<file path="src/rtl/rkf_pkg.sv">
// ----------------------------------------------------------------------------
// RGB 3x3 kernel filter package
// Types, register codes and arithmetic constants shared by the filter files.
// ----------------------------------------------------------------------------
`default_nettype none

package rkf_pkg;

  localparam int MAX_WIDTH_DEF  = 1024;
  localparam int MAX_HEIGHT_DEF = 4096;

  localparam int CH_W       = 8;
  localparam int FW_W       = 11;
  localparam int FH_W       = 13;
  localparam int CFG_IDX_W  = 3;
  localparam int CFG_DATA_W = 13;

  localparam logic [CFG_IDX_W-1:0] REG_KERNEL_SELECT = 3'd0;
  localparam logic [CFG_IDX_W-1:0] REG_FRAME_WIDTH   = 3'd1;
  localparam logic [CFG_IDX_W-1:0] REG_FRAME_HEIGHT  = 3'd2;
  localparam logic [CFG_IDX_W-1:0] REG_SEL_LEFT      = 3'd3;
  localparam logic [CFG_IDX_W-1:0] REG_SEL_RIGHT     = 3'd4;
  localparam logic [CFG_IDX_W-1:0] REG_SEL_TOP       = 3'd5;
  localparam logic [CFG_IDX_W-1:0] REG_SEL_BOTTOM    = 3'd6;
  localparam logic [CFG_IDX_W-1:0] REG_MAX_LEVEL     = 3'd7;

  localparam logic [1:0] KERNEL_EDGE    = 2'd0;
  localparam logic [1:0] KERNEL_SHARPEN = 2'd1;
  localparam logic [1:0] KERNEL_BOX     = 2'd2;
  localparam logic [1:0] KERNEL_GAUSS   = 2'd3;

  // Box blur: floor(1111 * U / 10000) as (1111 * U) * ceil(2^36 / 10000) >> 36.
  // Exact for products below 2^22.
  localparam int BOX_TAP   = 1111;
  localparam int BOX_RECIP = 6871948;
  localparam int BOX_SHIFT = 36;

  typedef logic signed [12:0] rkf_sum_t;
  typedef logic [10:0]        rkf_val_t;
  typedef logic [21:0]        rkf_prod_t;
  typedef logic [44:0]        rkf_wide_t;

  typedef struct packed {
    logic [CH_W-1:0] red;
    logic [CH_W-1:0] green;
    logic [CH_W-1:0] blue;
  } rkf_rgb_t;

  typedef struct packed {
    rkf_rgb_t top;
    rkf_rgb_t mid;
    rkf_rgb_t bot;
  } rkf_col_t;

  typedef struct packed {
    rkf_rgb_t up;
    rkf_rgb_t mid;
  } rkf_line_t;

  typedef struct packed {
    logic [1:0]      kernel;
    logic [CH_W-1:0] max_level;
  } rkf_kcfg_t;

  typedef struct packed {
    logic            command;
    logic [CH_W-1:0] in_red;
    logic [CH_W-1:0] in_green;
    logic [CH_W-1:0] in_blue;
  } rkf_pix_t;

  typedef struct packed {
    logic [CH_W-1:0] out_red;
    logic [CH_W-1:0] out_green;
    logic [CH_W-1:0] out_blue;
    logic            frame_end;
  } rkf_res_t;

endpackage

`default_nettype wire

</file>
<file path="src/rtl/rkf_chan.sv">
// ----------------------------------------------------------------------------
// Channel filter
// Three-stage kernel arithmetic for one color channel: tap sums, box-blur
// product, scaling and clamp into the output register.
// ----------------------------------------------------------------------------
`default_nettype none

module rkf_chan (
  input  logic                                clk,
  input  logic                                en,
  input  rkf_pkg::rkf_kcfg_t                  kcfg,
  input  logic                                pass,
  input  logic [8:0][rkf_pkg::CH_W-1:0]       taps,
  output logic [rkf_pkg::CH_W-1:0]            level
);

  logic [9:0]                 corners;
  logic [9:0]                 edges;
  logic [rkf_pkg::CH_W-1:0]   ctr;
  rkf_pkg::rkf_sum_t          sum_next;
  rkf_pkg::rkf_sum_t          sum;
  logic                       pass3;
  logic [rkf_pkg::CH_W-1:0]   ctr3;
  rkf_pkg::rkf_val_t          val_next;
  rkf_pkg::rkf_prod_t         prod_next;
  rkf_pkg::rkf_val_t          val;
  rkf_pkg::rkf_prod_t         prod;
  logic                       pass4;
  logic [rkf_pkg::CH_W-1:0]   ctr4;
  rkf_pkg::rkf_wide_t         scaled;
  rkf_pkg::rkf_val_t          quot;
  logic [rkf_pkg::CH_W-1:0]   level_next;

  // Every kernel is symmetric, so the taps reduce to corners, edges and center.
  always_comb begin
    corners = 10'(taps[0]) + 10'(taps[2]) + 10'(taps[6]) + 10'(taps[8]);
    edges   = 10'(taps[1]) + 10'(taps[3]) + 10'(taps[5]) + 10'(taps[7]);
    ctr     = taps[4];
    case (kcfg.kernel)
      rkf_pkg::KERNEL_EDGE: begin
        sum_next = $signed({2'b00, ctr, 3'b000}) - $signed({3'b000, corners})
                   - $signed({3'b000, edges});
      end
      rkf_pkg::KERNEL_SHARPEN: begin
        sum_next = $signed({3'b000, ctr, 2'b00}) + $signed({5'b00000, ctr})
                   - $signed({3'b000, edges});
      end
      rkf_pkg::KERNEL_BOX: begin
        sum_next = $signed({3'b000, corners} + {3'b000, edges} + {5'b00000, ctr});
      end
      rkf_pkg::KERNEL_GAUSS: begin
        sum_next = $signed({3'b000, corners} + {2'b00, edges, 1'b0}
                   + {3'b000, ctr, 2'b00});
      end
      default: begin
        sum_next = '0;
      end
    endcase
  end

  always_ff @(posedge clk) begin
    if (en) begin
      sum   <= sum_next;
      pass3 <= pass;
      ctr3  <= ctr;
    end
  end

  // Edge and sharpen sums are whole multiples of the scale; gaussian is a
  // multiple of one sixteenth. Only the box blur needs a real division.
  always_comb begin
    prod_next = rkf_pkg::rkf_prod_t'(sum[11:0]) * rkf_pkg::rkf_prod_t'(rkf_pkg::BOX_TAP);
    case (kcfg.kernel)
      rkf_pkg::KERNEL_EDGE, rkf_pkg::KERNEL_SHARPEN: begin
        val_next = (sum[12] || sum == '0) ? '0 : sum[10:0];
      end
      rkf_pkg::KERNEL_GAUSS: begin
        val_next = rkf_pkg::rkf_val_t'(sum[11:4]);
      end
      default: begin
        val_next = '0;
      end
    endcase
  end

  always_ff @(posedge clk) begin
    if (en) begin
      val   <= val_next;
      prod  <= prod_next;
      pass4 <= pass3;
      ctr4  <= ctr3;
    end
  end

  always_comb begin
    scaled = rkf_pkg::rkf_wide_t'(prod) * rkf_pkg::rkf_wide_t'(rkf_pkg::BOX_RECIP);
    quot   = (kcfg.kernel == rkf_pkg::KERNEL_BOX)
             ? rkf_pkg::rkf_val_t'(scaled >> rkf_pkg::BOX_SHIFT) : val;
    if (pass4) begin
      level_next = ctr4;
    end else if (quot > rkf_pkg::rkf_val_t'(kcfg.max_level)) begin
      level_next = kcfg.max_level;
    end else begin
      level_next = quot[rkf_pkg::CH_W-1:0];
    end
  end

  always_ff @(posedge clk) begin
    if (en) begin
      level <= level_next;
    end
  end

endmodule

`default_nettype wire

</file>
<file path="config.mk">
export PLATFORM = sky130hd
export DESIGN_NAME = rkf_chan
export DESIGN_NICKNAME = d
export VERILOG_FILES = /design/src/rtl/rkf_pkg.sv /design/src/rtl/rkf_chan.sv
export SDC_FILE = /design/constraint.sdc
export NUM_CORES = 1
export LEC_CHECK = 0
export BUFFER_PORTS_ARGS = -buffer_cell sky130_fd_sc_hd__buf_4
export CORE_MARGIN = 2
export CORE_UTILIZATION = 60
export DETAILED_ROUTE_END_ITERATION = 6
export HOLD_SLACK_MARGIN = 0.02
export PLACE_DENSITY_LB_ADDON = 0.05
export SLEW_MARGIN = 0
export SYNTH_ARGS = -nofsm -noshare
export SYNTH_HDL_FRONTEND = slang
export SYNTH_SLANG_ARGS = --single-unit
</file>
<file path="constraint.sdc">
create_clock -name clk -period 9.4 [get_ports clk]
set_input_delay 0.47 -clock clk [delete_from_list [all_inputs] [get_ports clk]]
set_output_delay 0.47 -clock clk [all_outputs]
set_load 0.1 [all_outputs]
</file>
==> key figures <==
Status
  • Status: finished clean

Drt
  • Router iterations before antenna repair: 5
  • Iteration-0 DRC Markers: between 700 and 800
  • ANT nets after route: 0
  • DR vias: around 12k
  • DRC Markers: 0
  • Via density: 5.610
  • Final WL: between 40 and 50 mm
  • Routed length per instance: 19.24 um

Worst setup path
  • Reg2reg end: level[4]
  • Reg2Reg Depth: 31
  • Crit path DAT: 8.91 ns
  • Flop-to-flop setup slack: 0.58 ns
  • CP peak stage delay: 0.56 ns
  • Worst-path maximum fanout: 9
  • Crit path required time: 9.49 ns
  • CP startpoint: prod[10]
  • Critical Path Source Type: flop
  • Critical path's slowest cell: fa_1
  • Crit path capture type: flop
  • Most frequent CP cell: fa_1
  • Reg-to-Reg Start: prod[10]
  • Kind of critical path: flop to flop
  • Crit path to: level[4]

Floorplan
  • Top-Level Pins: 93
  • Die height: 174.4 um
  • Placeable Area: ~29000 um2
  • Die X: 174.4 um
  • Die ar.: 30400 um2
  • Starting Density: approximately 61%
  • FP Rows: between 60 and 70

CTS
  • Clock latency on the worst-skew pair: around 0.36 ns
  • CTS Buf Count: 9
  • # Post-CTS Setup Buffers: 0
  • CTS tree: yes
  • Clock sink count: 72
  • H-tree depth: 3
  • CTS clk-pin slew, worst paths: roughly 0.070 ns
  • PostCTS Resize Cnt: 0
  • CTS Root Cell: clkbuf_16
  • CTS Buffer Depth: 2
  • Hold-fix buffers, CTS: 0

Min path
  • Worst hold path type: input pin to flop

Synthesis
  • Mapped Nets: 2420
  • Count leader, synth: inv_1
  • Post-synthesis mux area share: 1.574%
  • Adder-Cell Fraction of Synth Area: about 55%
  • Yosys top cell area share: 29.78%
  • Largest family of logic cells by synthesized area: adder cells
  • Syn_area_per_cell: between 10 and 15 um2
  • Post-synth top cells: 433 x inv_1, 349 x ha_1, 259 x fa_1
  • Yosys warns: 0
  • Xor/xnor share of the synthesized area: between 4 and 5%
  • Cell Area, Synth: roughly 17000 um2
  • Synth top area cells: fa_1 30%, ha_1 25%, edfxtp_1 12%, inv_1 9.3%, xnor2_1 3.3%
  • Cell count after synthesis: between 1.5k and 2k
  • Yosys top cell by area: fa_1
  • FF+latch count, synth: between 70 and 80
  • Top FF cell, synth: edfxtp_1
  • FFs w/ async S/R, synth: 0%
  • EDFF count, synth: between 70 and 80
  • Synth Area in Compound Gates: a little over 10%
  • Register area share after synthesis: 12.42%
  • Netlist cell types: 80
  • Post-synthesis simple-gate area fraction: under 10%

Layout
  • Fill cells: around 2.3k
  • Seq. cell area: approximately 2200 um2
  • P&R area growth vs syn: 8.234%
  • # nets final: between 2k and 3k
  • Fraction of layout cells with a size suffix above 1: 7.903%
  • Inserted Diodes: 0
  • Multi-input logic area: 13570 um2
  • Fin util: approximately two thirds

Place
  • RePlAce Congestion: 0.9986
  • DP Worst Slack: 0.6250 ns
  • Port Buffers: between 90 and 100
  • HPWL after DPL: around 38 mm

Timing
  • Setup repair after global routing missed its margin: no
  • Final worst path period need: slightly below 9 ns
  • Worst hold slack: slightly below 0.3 ns
  • Final Max Slew Viols: 0
  • Setup Viol. Count Final: 0
  • Slew margin rel.: between 30% and 40%
  • Final WS setup: 0.5832 ns
  • Fmax: 0.1134 GHz
  • Setup TNS: 0 ns
  • Worst-margin pin slew: around 0.96 ns
  • Fin. Hold Viols: 0
  • Skew final: ~0.013 ns
  • Crit share post-route: about 94%

Global routing
  • Via count of the first global-routing pass: roughly 13k
  • Initial antenna violation count: 1
  • First-pass GRT wire length: 69.85 mm
  • Total GRT Usage: about 30%
  • Largest net degree at the start of global routing: 73
  • Gr ovfl total: 0

Flow run
  • Max_cap viols: 0
-- flip-flops by register name, summed over array words and instances (netlist names) --
register and count:
ctr3 8, val 11, ctr4 8, pass4 1, level 8, pass3 1
prod 22, sum 13
-- cells in the final DEF (no fill, tap or decap), types with 3 or more instances in the layout --
master	synthesis	layout
a22o_1	8	8
fa_1	259	259
a21oi_1	85	85
nor3_1	18	18
nand3_1	13	13
o21a_1	7	7
inv_1	433	433
o31ai_1	6	6
nor2b_1	14	14
nand2_1	60	60
edfxtp_1	72	72
nor2_1	46	46
o21ai_1	5	5
xor2_1	30	30
clkbuf_16	0	9
mux2i_1	6	6
a211oi_1	6	6
and3_1	6	6
or3_1	6	6
or2_2	7	7
ha_1	349	349
o21bai_1	13	13
o211ai_1	6	6
nor4_1	5	5
a31oi_1	6	6
mux4_2	9	9
nand4_1	12	12
and2_1	3	3
nand2b_1	6	6
a211o_1	4	4
a21o_1	37	37
o41ai_1	3	3
a21boi_0	5	5
a31o_2	3	3
o21ai_0	48	48
buf_4	0	93
xnor2_1	66	66
-- routing by layer --
layer  share of wire [%]  up-vias  GRT usage (%)  wire length (um)
met5                   0        -              0                 0
met4                 3.8        0          10.99              1595
met3                 4.3       78          2.778              1839
met2                  48      351          50.88             20380
met1                  44     6079          39.80             18630
li1                    -     5868              -                 -
-- cell families (layout without fill, tap and decap cells) --
group / count (synthesis) / after routing
AOI/OAI and AO/OA: 273 / 273
xor gates and xnor gates: 97 / 97
adders and majority gates: 608 / 608
buffers and inverters: 447 / 542
DFF: 72 / 72
muxes: 16 / 16
and+or+nand+nor: 214 / 214
-- stage by stage --
step	area [um2]	cells
floorplan	17410	1727
global placement	18540	2190
detailed placement	18540	2190
CTS	18850	2206
global route	18850	2206
finish	18850	2206
-- critical path: cells and delay by family (launching register included) --
family,cells,cell delay [ns]
flops,1,0.48
xor+xnor,1,0.16
simple gates,2,0.41
buf+inv,5,0.40
compound gates,14,2.99
fa+ha+maj,9,4.10
-- layout make-up --
cell class / instances / area share [%]
tap: 384 / 2.549
inverter: 433 / 8.624
multi-input combinational: 1208 / 72.00
timing repair buffer: 93 / 3.704
clock inverter: 7 / 0.4514
sequential: 72 / 11.47
clock buffer: 9 / 1.195
-- worst min-delay path by stage --
stage | cells after the start | endpoint | start
after global routing | 1 | pass3 | pass
final | 1 | pass3 | pass
after CTS | 1 | pass3 | pass
after global placement | 0 | pass4 | pass3
after detailed placement | 0 | ctr4[3] | ctr3[3]
after floorplan | 0 | ctr4[0] | ctr3[0]
Power is left out: the tool's default activity adds up to more than one toggle a clock period on the data nets, which glitch-free logic cannot reach.
