<file path="src/rtl/rkf_pkg.sv">
// ----------------------------------------------------------------------------
// RGB 3x3 kernel filter package
// Types, register codes and arithmetic constants shared by the filter files.
// ----------------------------------------------------------------------------
`default_nettype none

package rkf_pkg;

  localparam int MAX_WIDTH_DEF  = 1024;
  localparam int MAX_HEIGHT_DEF = 4096;

  localparam int CH_W       = 8;
  localparam int FW_W       = 11;
  localparam int FH_W       = 13;
  localparam int CFG_IDX_W  = 3;
  localparam int CFG_DATA_W = 13;

  localparam logic [CFG_IDX_W-1:0] REG_KERNEL_SELECT = 3'd0;
  localparam logic [CFG_IDX_W-1:0] REG_FRAME_WIDTH   = 3'd1;
  localparam logic [CFG_IDX_W-1:0] REG_FRAME_HEIGHT  = 3'd2;
  localparam logic [CFG_IDX_W-1:0] REG_SEL_LEFT      = 3'd3;
  localparam logic [CFG_IDX_W-1:0] REG_SEL_RIGHT     = 3'd4;
  localparam logic [CFG_IDX_W-1:0] REG_SEL_TOP       = 3'd5;
  localparam logic [CFG_IDX_W-1:0] REG_SEL_BOTTOM    = 3'd6;
  localparam logic [CFG_IDX_W-1:0] REG_MAX_LEVEL     = 3'd7;

  localparam logic [1:0] KERNEL_EDGE    = 2'd0;
  localparam logic [1:0] KERNEL_SHARPEN = 2'd1;
  localparam logic [1:0] KERNEL_BOX     = 2'd2;
  localparam logic [1:0] KERNEL_GAUSS   = 2'd3;

  // Box blur: floor(1111 * U / 10000) as (1111 * U) * ceil(2^36 / 10000) >> 36.
  // Exact for products below 2^22.
  localparam int BOX_TAP   = 1111;
  localparam int BOX_RECIP = 6871948;
  localparam int BOX_SHIFT = 36;

  typedef logic signed [12:0] rkf_sum_t;
  typedef logic [10:0]        rkf_val_t;
  typedef logic [21:0]        rkf_prod_t;
  typedef logic [44:0]        rkf_wide_t;

  typedef struct packed {
    logic [CH_W-1:0] red;
    logic [CH_W-1:0] green;
    logic [CH_W-1:0] blue;
  } rkf_rgb_t;

  typedef struct packed {
    rkf_rgb_t top;
    rkf_rgb_t mid;
    rkf_rgb_t bot;
  } rkf_col_t;

  typedef struct packed {
    rkf_rgb_t up;
    rkf_rgb_t mid;
  } rkf_line_t;

  typedef struct packed {
    logic [1:0]      kernel;
    logic [CH_W-1:0] max_level;
  } rkf_kcfg_t;

  typedef struct packed {
    logic            command;
    logic [CH_W-1:0] in_red;
    logic [CH_W-1:0] in_green;
    logic [CH_W-1:0] in_blue;
  } rkf_pix_t;

  typedef struct packed {
    logic [CH_W-1:0] out_red;
    logic [CH_W-1:0] out_green;
    logic [CH_W-1:0] out_blue;
    logic            frame_end;
  } rkf_res_t;

endpackage

`default_nettype wire

</file>
<file path="src/rtl/rkf_cell.sv">
// ----------------------------------------------------------------------------
// Window cell
// Holds one three-pixel column of the neighborhood and hands it on when the
// window shifts.
// ----------------------------------------------------------------------------
`default_nettype none

module rkf_cell (
  input  logic              clk,
  input  logic              shift,
  input  rkf_pkg::rkf_col_t col_in,
  output rkf_pkg::rkf_col_t col
);

  always_ff @(posedge clk) begin
    if (shift) begin
      col <= col_in;
    end
  end

endmodule

`default_nettype wire

</file>
<file path="config.mk">
export PLATFORM = sky130hd
export DESIGN_NAME = rkf_cell
export DESIGN_NICKNAME = d
export VERILOG_FILES = /design/src/rtl/rkf_pkg.sv /design/src/rtl/rkf_cell.sv
export SDC_FILE = /design/constraint.sdc
export NUM_CORES = 1
export LEC_CHECK = 0
export BUFFER_PORTS_ARGS = -buffer_cell sky130_fd_sc_hd__buf_2
export CORE_MARGIN = 2
export CORE_UTILIZATION = 44
export DETAILED_ROUTE_END_ITERATION = 10
export GPL_TIMING_DRIVEN = 0
export MAX_ROUTING_LAYER = met4
export PLACE_DENSITY = 0.95
export SLEW_MARGIN = 0
export SYNTH_ARGS = -nofsm -noshare
export SYNTH_HDL_FRONTEND = slang
export SYNTH_SLANG_ARGS = --single-unit
</file>
<file path="constraint.sdc">
create_clock -name clk -period 0.8 [get_ports clk]
set_input_delay 0.12 -clock clk [delete_from_list [all_inputs] [get_ports clk]]
set_output_delay 0.12 -clock clk [all_outputs]
set_load 0.05 [all_outputs]
</file>
==> run_results.csv, run 1 <==
group,metric,value,unit
grt,grt_busiest_layer,"met2",
clocking,cts_tree,"yes",
route,drt_iter0_markers,159,
setup_path,setup.worst_path.end_class,"output port",
synth,ys_ff_latch,72,
status,violations,"negative setup slack",
cells_and_area,n_fill_cell,181,
sta,setup_violations,72,
grt,overflow,0,
setup_path,crit_path_cell_trace,"buf_6",
setup_path,slowest_stage,"edfxtp_1",
route,via_per_inst,4.469,
power_and_ir_drop,irDropWorstVdd,0.001481,V
setup_path,cp.arrival,0.93,ns
power_and_ir_drop,p_leak,1.803,nW
synth,yosysTopAreaCellShare,100.0,%
grt,grt_util_met3,7.724,%
synth,syn_avg_cell_area,30.03,µm²
setup_path,crit_family,"flip-flops",
floorplanning,die_h,74.10,µm
synth,synthTopCellsByArea,"edfxtp_1",
grt,use_met1,25.26,%
sta,fmax,0.9517,GHz
clocking,cts_max_level,3,
sta,hold_slack,0.3121,ns
cells_and_area,largest_reg_flops,72,
setup_path,required,0.68,ns
floorplanning,die-width,74.10,µm
floorplanning,ioPinCount,146,
status,status,"finished with violations",
sta,fin_crit,1.051,ns
route,firstDrtPassIters,5,
synth,synth.cell_area,0.002162,mm²
setup_path,startpoint_type,"flip-flop",
floorplanning,core,0.004723,mm²
cells_and_area,areaGrowthSynthToFinish,98.38,%
cells_and_area,regMostFlops,"col",
sta,fin_ws,-0.2507,ns
route,drc,0,
flow_run,max-cap-violations,0,
clocking,cts_root_buffer,"clkbuf_8",
grt,grt_use_total,26.50,%
sta,tightest_slew,0.6293,ns
cells_and_area,multi_input_area,0,µm²
cells_and_area,diodes,0,
placement,io_buffer_count,145,
placement,post-place-ws,-0.8725,ns
setup_path,crit_buf_inv,1,
sta,drv_slew,0,
clocking,clockBufferDepth,2,
route,drt-total-wl,6858,µm
cells_and_area,drive_gt1_share,51.32,%
grt,grt_util_met2,49.80,%
synth,yosysSeqAreaShare,100.0,%
power_and_ir_drop,finalPower,9.126,mW
synth,yosysWarnings,0,
route,drtAntennaViolNets,0,
route,wl_per_cell,18.59,µm
grt,grt_pass1_vias,1834,
cells_and_area,reg.largest.list,"col: 72 flops",
clocking,cts_setup_buffers,0,
sta,finalHoldViolCount,0,
synth,synth_top_area_cell,"edfxtp_1",
placement,routabilityCongestion,0.7120,
power_and_ir_drop,p_per_area,2128,mW/mm²
setup_path,critPathKind,"reg2out",
clocking,numCtsBuffers,9,
floorplanning,start_util,45.77,%
floorplanning,rows,25,
synth,yosysUniqueCellTypes,1,
sta,rsz0062_at_grt,"yes",
floorplanning,dieArea,0.005491,mm²
grt,antenna_found_initial,0,
clocking,cts.sinks,72,
cells_and_area,final_nets,374,
clocking,clk_pin_slew_worst_paths,0.07,ns
setup_path,crit_fanout,1,
worst_hold_path,hold_path_class,"in2reg",
grt,grt_max_degree,73,
grt,grt_pass1_wl,9570,µm
synth,syn_inst,72,
sta,period_share,131.3,%
setup_path,slowest_delay,0.42,ns
cells_and_area,multi_input_gates,0,
sta,slew_headroom,58.05,%
synth,syn-num-nets,146,
route,num_vias,1649,
[final cells by class]
class,count,area (µm²),share of cell area (%)
sequential,72,2162,50.41
clock inverter,3,12.51,0.2917
tap,67,83.83,1.954
timing repair buffer,217,1903,44.37
clock buffer,10,127.6,2.975
[synthesized netlist by cell type, drive strengths merged]
cell type	n
edfxtp	72
[path summary, 6_finish.rpt]
check             cells after the start  startpoint  slack [ns]      end
setup / recovery                      1     col[66]       -0.25  col[66]
hold / removal                        1       shift        0.31  col[43]
[timing repair]
action | CTS | global route
hold buffers | 72 | 0
gates resized for setup | 146 | 0
gates cloned | 0 | 0
setup endpoints to repair | 144 | 72
endpoints found under the hold margin | 72 | 0
[report_power, final]
group	internal, mW	switching (mW)
Combinational	0.886	1.34
Sequential	4.49	0.158
Clock	1.05	1.20
[cells in the final DEF (no fill, tap or decap)]
master,n
buf_2,72
clkbuf_1,1
buf_6,73
edfxtp_1,72
clkbuf_8,9
dlygate4sd3_1,72
clkinv_1,2
clkinv_2,1
[logic make-up after synthesis]
kind of cell | count (synthesis) | synth area share, %
DFF | 72 | 100.0
[per-layer routing]
metal  vias up  part of all wire, %  wire length, µm
met5         -                    0                0
met4         0                  2.3              160
met3        12                  7.0              479
met2       100                   59             4048
met1       790                   32             2170
li1        747                    -                -
[through the flow]
step           TNS (ns)  utilization, %  cell area, µm²  std cells
3_3_place_gp     -57.28           62.91            2972        284
6_report         -14.57           90.81            4289        369
5_1_grt          -17.35           90.81            4289        369
4_1_cts          -14.87           90.81            4289        369
3_5_place_dp     -62.55           62.91            2972        284
2_1_floorplan         0               -            2162         72
No activity file was read; power rests on OpenSTA's default activity.
==> run 2, diff against run 1 <==
CAP_MARGIN = 10   (was unset)
SLEW_MARGIN = unset   (was 0)
TNS_END_PERCENT = 10   (was unset)
==> run_results.csv, run 2 (synthesis gave the netlist of run 1 again) <==
group,metric,value,unit
cells_and_area,multi_input_area,0,µm²
clocking,cts_max_level,3,
cells_and_area,areaGrowthSynthToFinish,99.13,%
cells_and_area,final_cell_mix,"edfxtp_1, dlygate4sd3_1, buf_2, buf_6, clkbuf_8",
clocking,cts.sinks,72,
power_and_ir_drop,swShare,29.54,%
clocking,numCtsBuffers,9,
status,status,"finished with violations",
setup_path,slowest_stage,"edfxtp_1",
clocking,clockBufferDepth,2,
power_and_ir_drop,irDropWorstVdd,0.001797,V
power_and_ir_drop,finalPower,9.115,mW
cells_and_area,multi_input_gates,0,
sta,tightest_slew,0.3675,ns
power_and_ir_drop,p_seq_share,51.0,%
floorplanning,core,0.004723,mm²
clocking,cts_tree,"yes",
sta,rsz0062_at_grt,"yes",
placement,routabilityCongestion,0.7120,
power_and_ir_drop,p_leak,1.813,nW
cells_and_area,reg.largest.list,"col: 72 flops",
floorplanning,ioPinCount,146,
setup_path,cp.arrival,0.92,ns
floorplanning,rows,25,
route,wl_per_cell,18.44,µm
power_and_ir_drop,intPower,6.423,mW
route,drc,0,
setup_path,crit_path_cell_trace,"buf_6",
sta,fin_tns_setup,-14.61,ns
floorplanning,dieArea,0.005491,mm²
setup_path,slowest_delay,0.42,ns
sta,slew_headroom,75.50,%
grt,grt_use_total,27.35,%
setup_path,setup.worst_path.end_class,"output port",
setup_path,crit_buf_inv,1,
cells_and_area,n_fill_cell,174,
worst_hold_path,hold_path_class,"in2reg",
power_and_ir_drop,p_switching,2.693,mW
power_and_ir_drop,p_per_area,2117,mW/mm²
sta,setup_violations,72,
setup_path,crit_family,"flip-flops",
cells_and_area,final_nets,375,
cells_and_area,design_area,0.004305,mm²
floorplanning,start_util,45.77,%
sta,fin_crit,1.042,ns
status,violations,"negative setup slack",
route,drtAntennaViolNets,0,
placement,place_area,0.002992,mm²
setup_path,critPathKind,"reg2out",
cells_and_area,regMostFlops,"col",
power_and_ir_drop,p_clk_share,24.5,%
route,firstDrtPassIters,4,
setup_path,crit_fanout,1,
grt,grt_max_degree,47,
route,drt_iter0_markers,79,
grt,antenna_found_initial,0,
floorplanning,die_h,74.10,µm
setup_path,startpoint_type,"flip-flop",
flow_run,max-cap-violations,0,
cells_and_area,drive_gt1_share,51.99,%
floorplanning,die-width,74.10,µm
clocking,cts_root_buffer,"clkbuf_8",
sta,drv_slew,0,
grt,overflow,0,
sta,fin_ws,-0.2421,ns
route,via_per_inst,4.500,
power_and_ir_drop,p_comb_share,24.5,%
setup_path,required,0.68,ns
cells_and_area,largest_reg_flops,72,
placement,io_buffer_count,145,
sta,finalHoldViolCount,0,
grt,grt_pass1_wl,9894,µm
sta,fmax,0.9596,GHz
sta,period_share,130.3,%
route,drt-total-wl,6821,µm
grt,grt_pass1_vias,1925,
route,num_vias,1665,
clocking,clk_pin_slew_worst_paths,0.07,ns
==> run 2: layout make-up <==
type / count / area [µm²] / share of cell area, %
clock inverter: 3 / 13.76 / 0.3197
timing repair buffer: 218 / 1919 / 44.58
clock buffer: 9 / 123.9 / 2.877
tap: 67 / 83.83 / 1.947
antenna: 1 / 2.502 / 0.05812
sequential: 72 / 2162 / 50.22
==> run 2: what timing repair did <==
| action | in CTS | in global routing |
|---|---|---|
| endpoints found under the setup margin | 118 | 72 |
| pin swaps | 0 | 0 |
| hold buffers | 72 | 0 |
| resized for setup | 145 | 0 |
| cloned | 0 | 0 |
| buffers inserted | 0 | 0 |
| endpoints found under the hold margin | 72 | 0 |
==> run 2: final timing paths <==
check | cells after the start | slack [ns] | startpoint | to
worst max-delay path | 1 | -0.24 | col[32] | col[32]
worst min-delay path | 1 | 0.23 | shift | col[26]
==> run 2: per-stage QoR <==
step                cells  hold WS (ns)  utilization [%]  setup WS [ns]
floorplan              72        0.2189                -        0.07940
global placement      284        0.2967            62.91        -0.7995
detailed placement    285        0.2981            63.34        -0.4743
CTS                   369        0.2139            91.10        -0.2389
global route          369        0.2122            91.10        -0.2878
finish                370        0.2314            91.15        -0.2421
==> run 2: per-layer routing <==
metal | GRT usage [%] | routed length (µm) | up-vias
met3 | 7.724 | 387 | 30
li1 | - | - | 748
met1 | 24.91 | 2168 | 786
met5 | - | 0 | -
met2 | 48.51 | 3896 | 101
met4 | 18.79 | 368 | 0
==> run 2: power groups by stage <==
| stage | sequential, mW | clock (mW) | combinational (mW) |
|---|---|---|---|
| after floorplan | 5.69 | 0 | 0 |
| after global placement | 4.62 | 0 | 1.54 |
| after detailed placement | 4.63 | 0 | 1.58 |
| after CTS | 4.63 | 2.21 | 2.19 |
| after global routing | 4.67 | 2.44 | 2.31 |
| final | 4.65 | 2.23 | 2.24 |
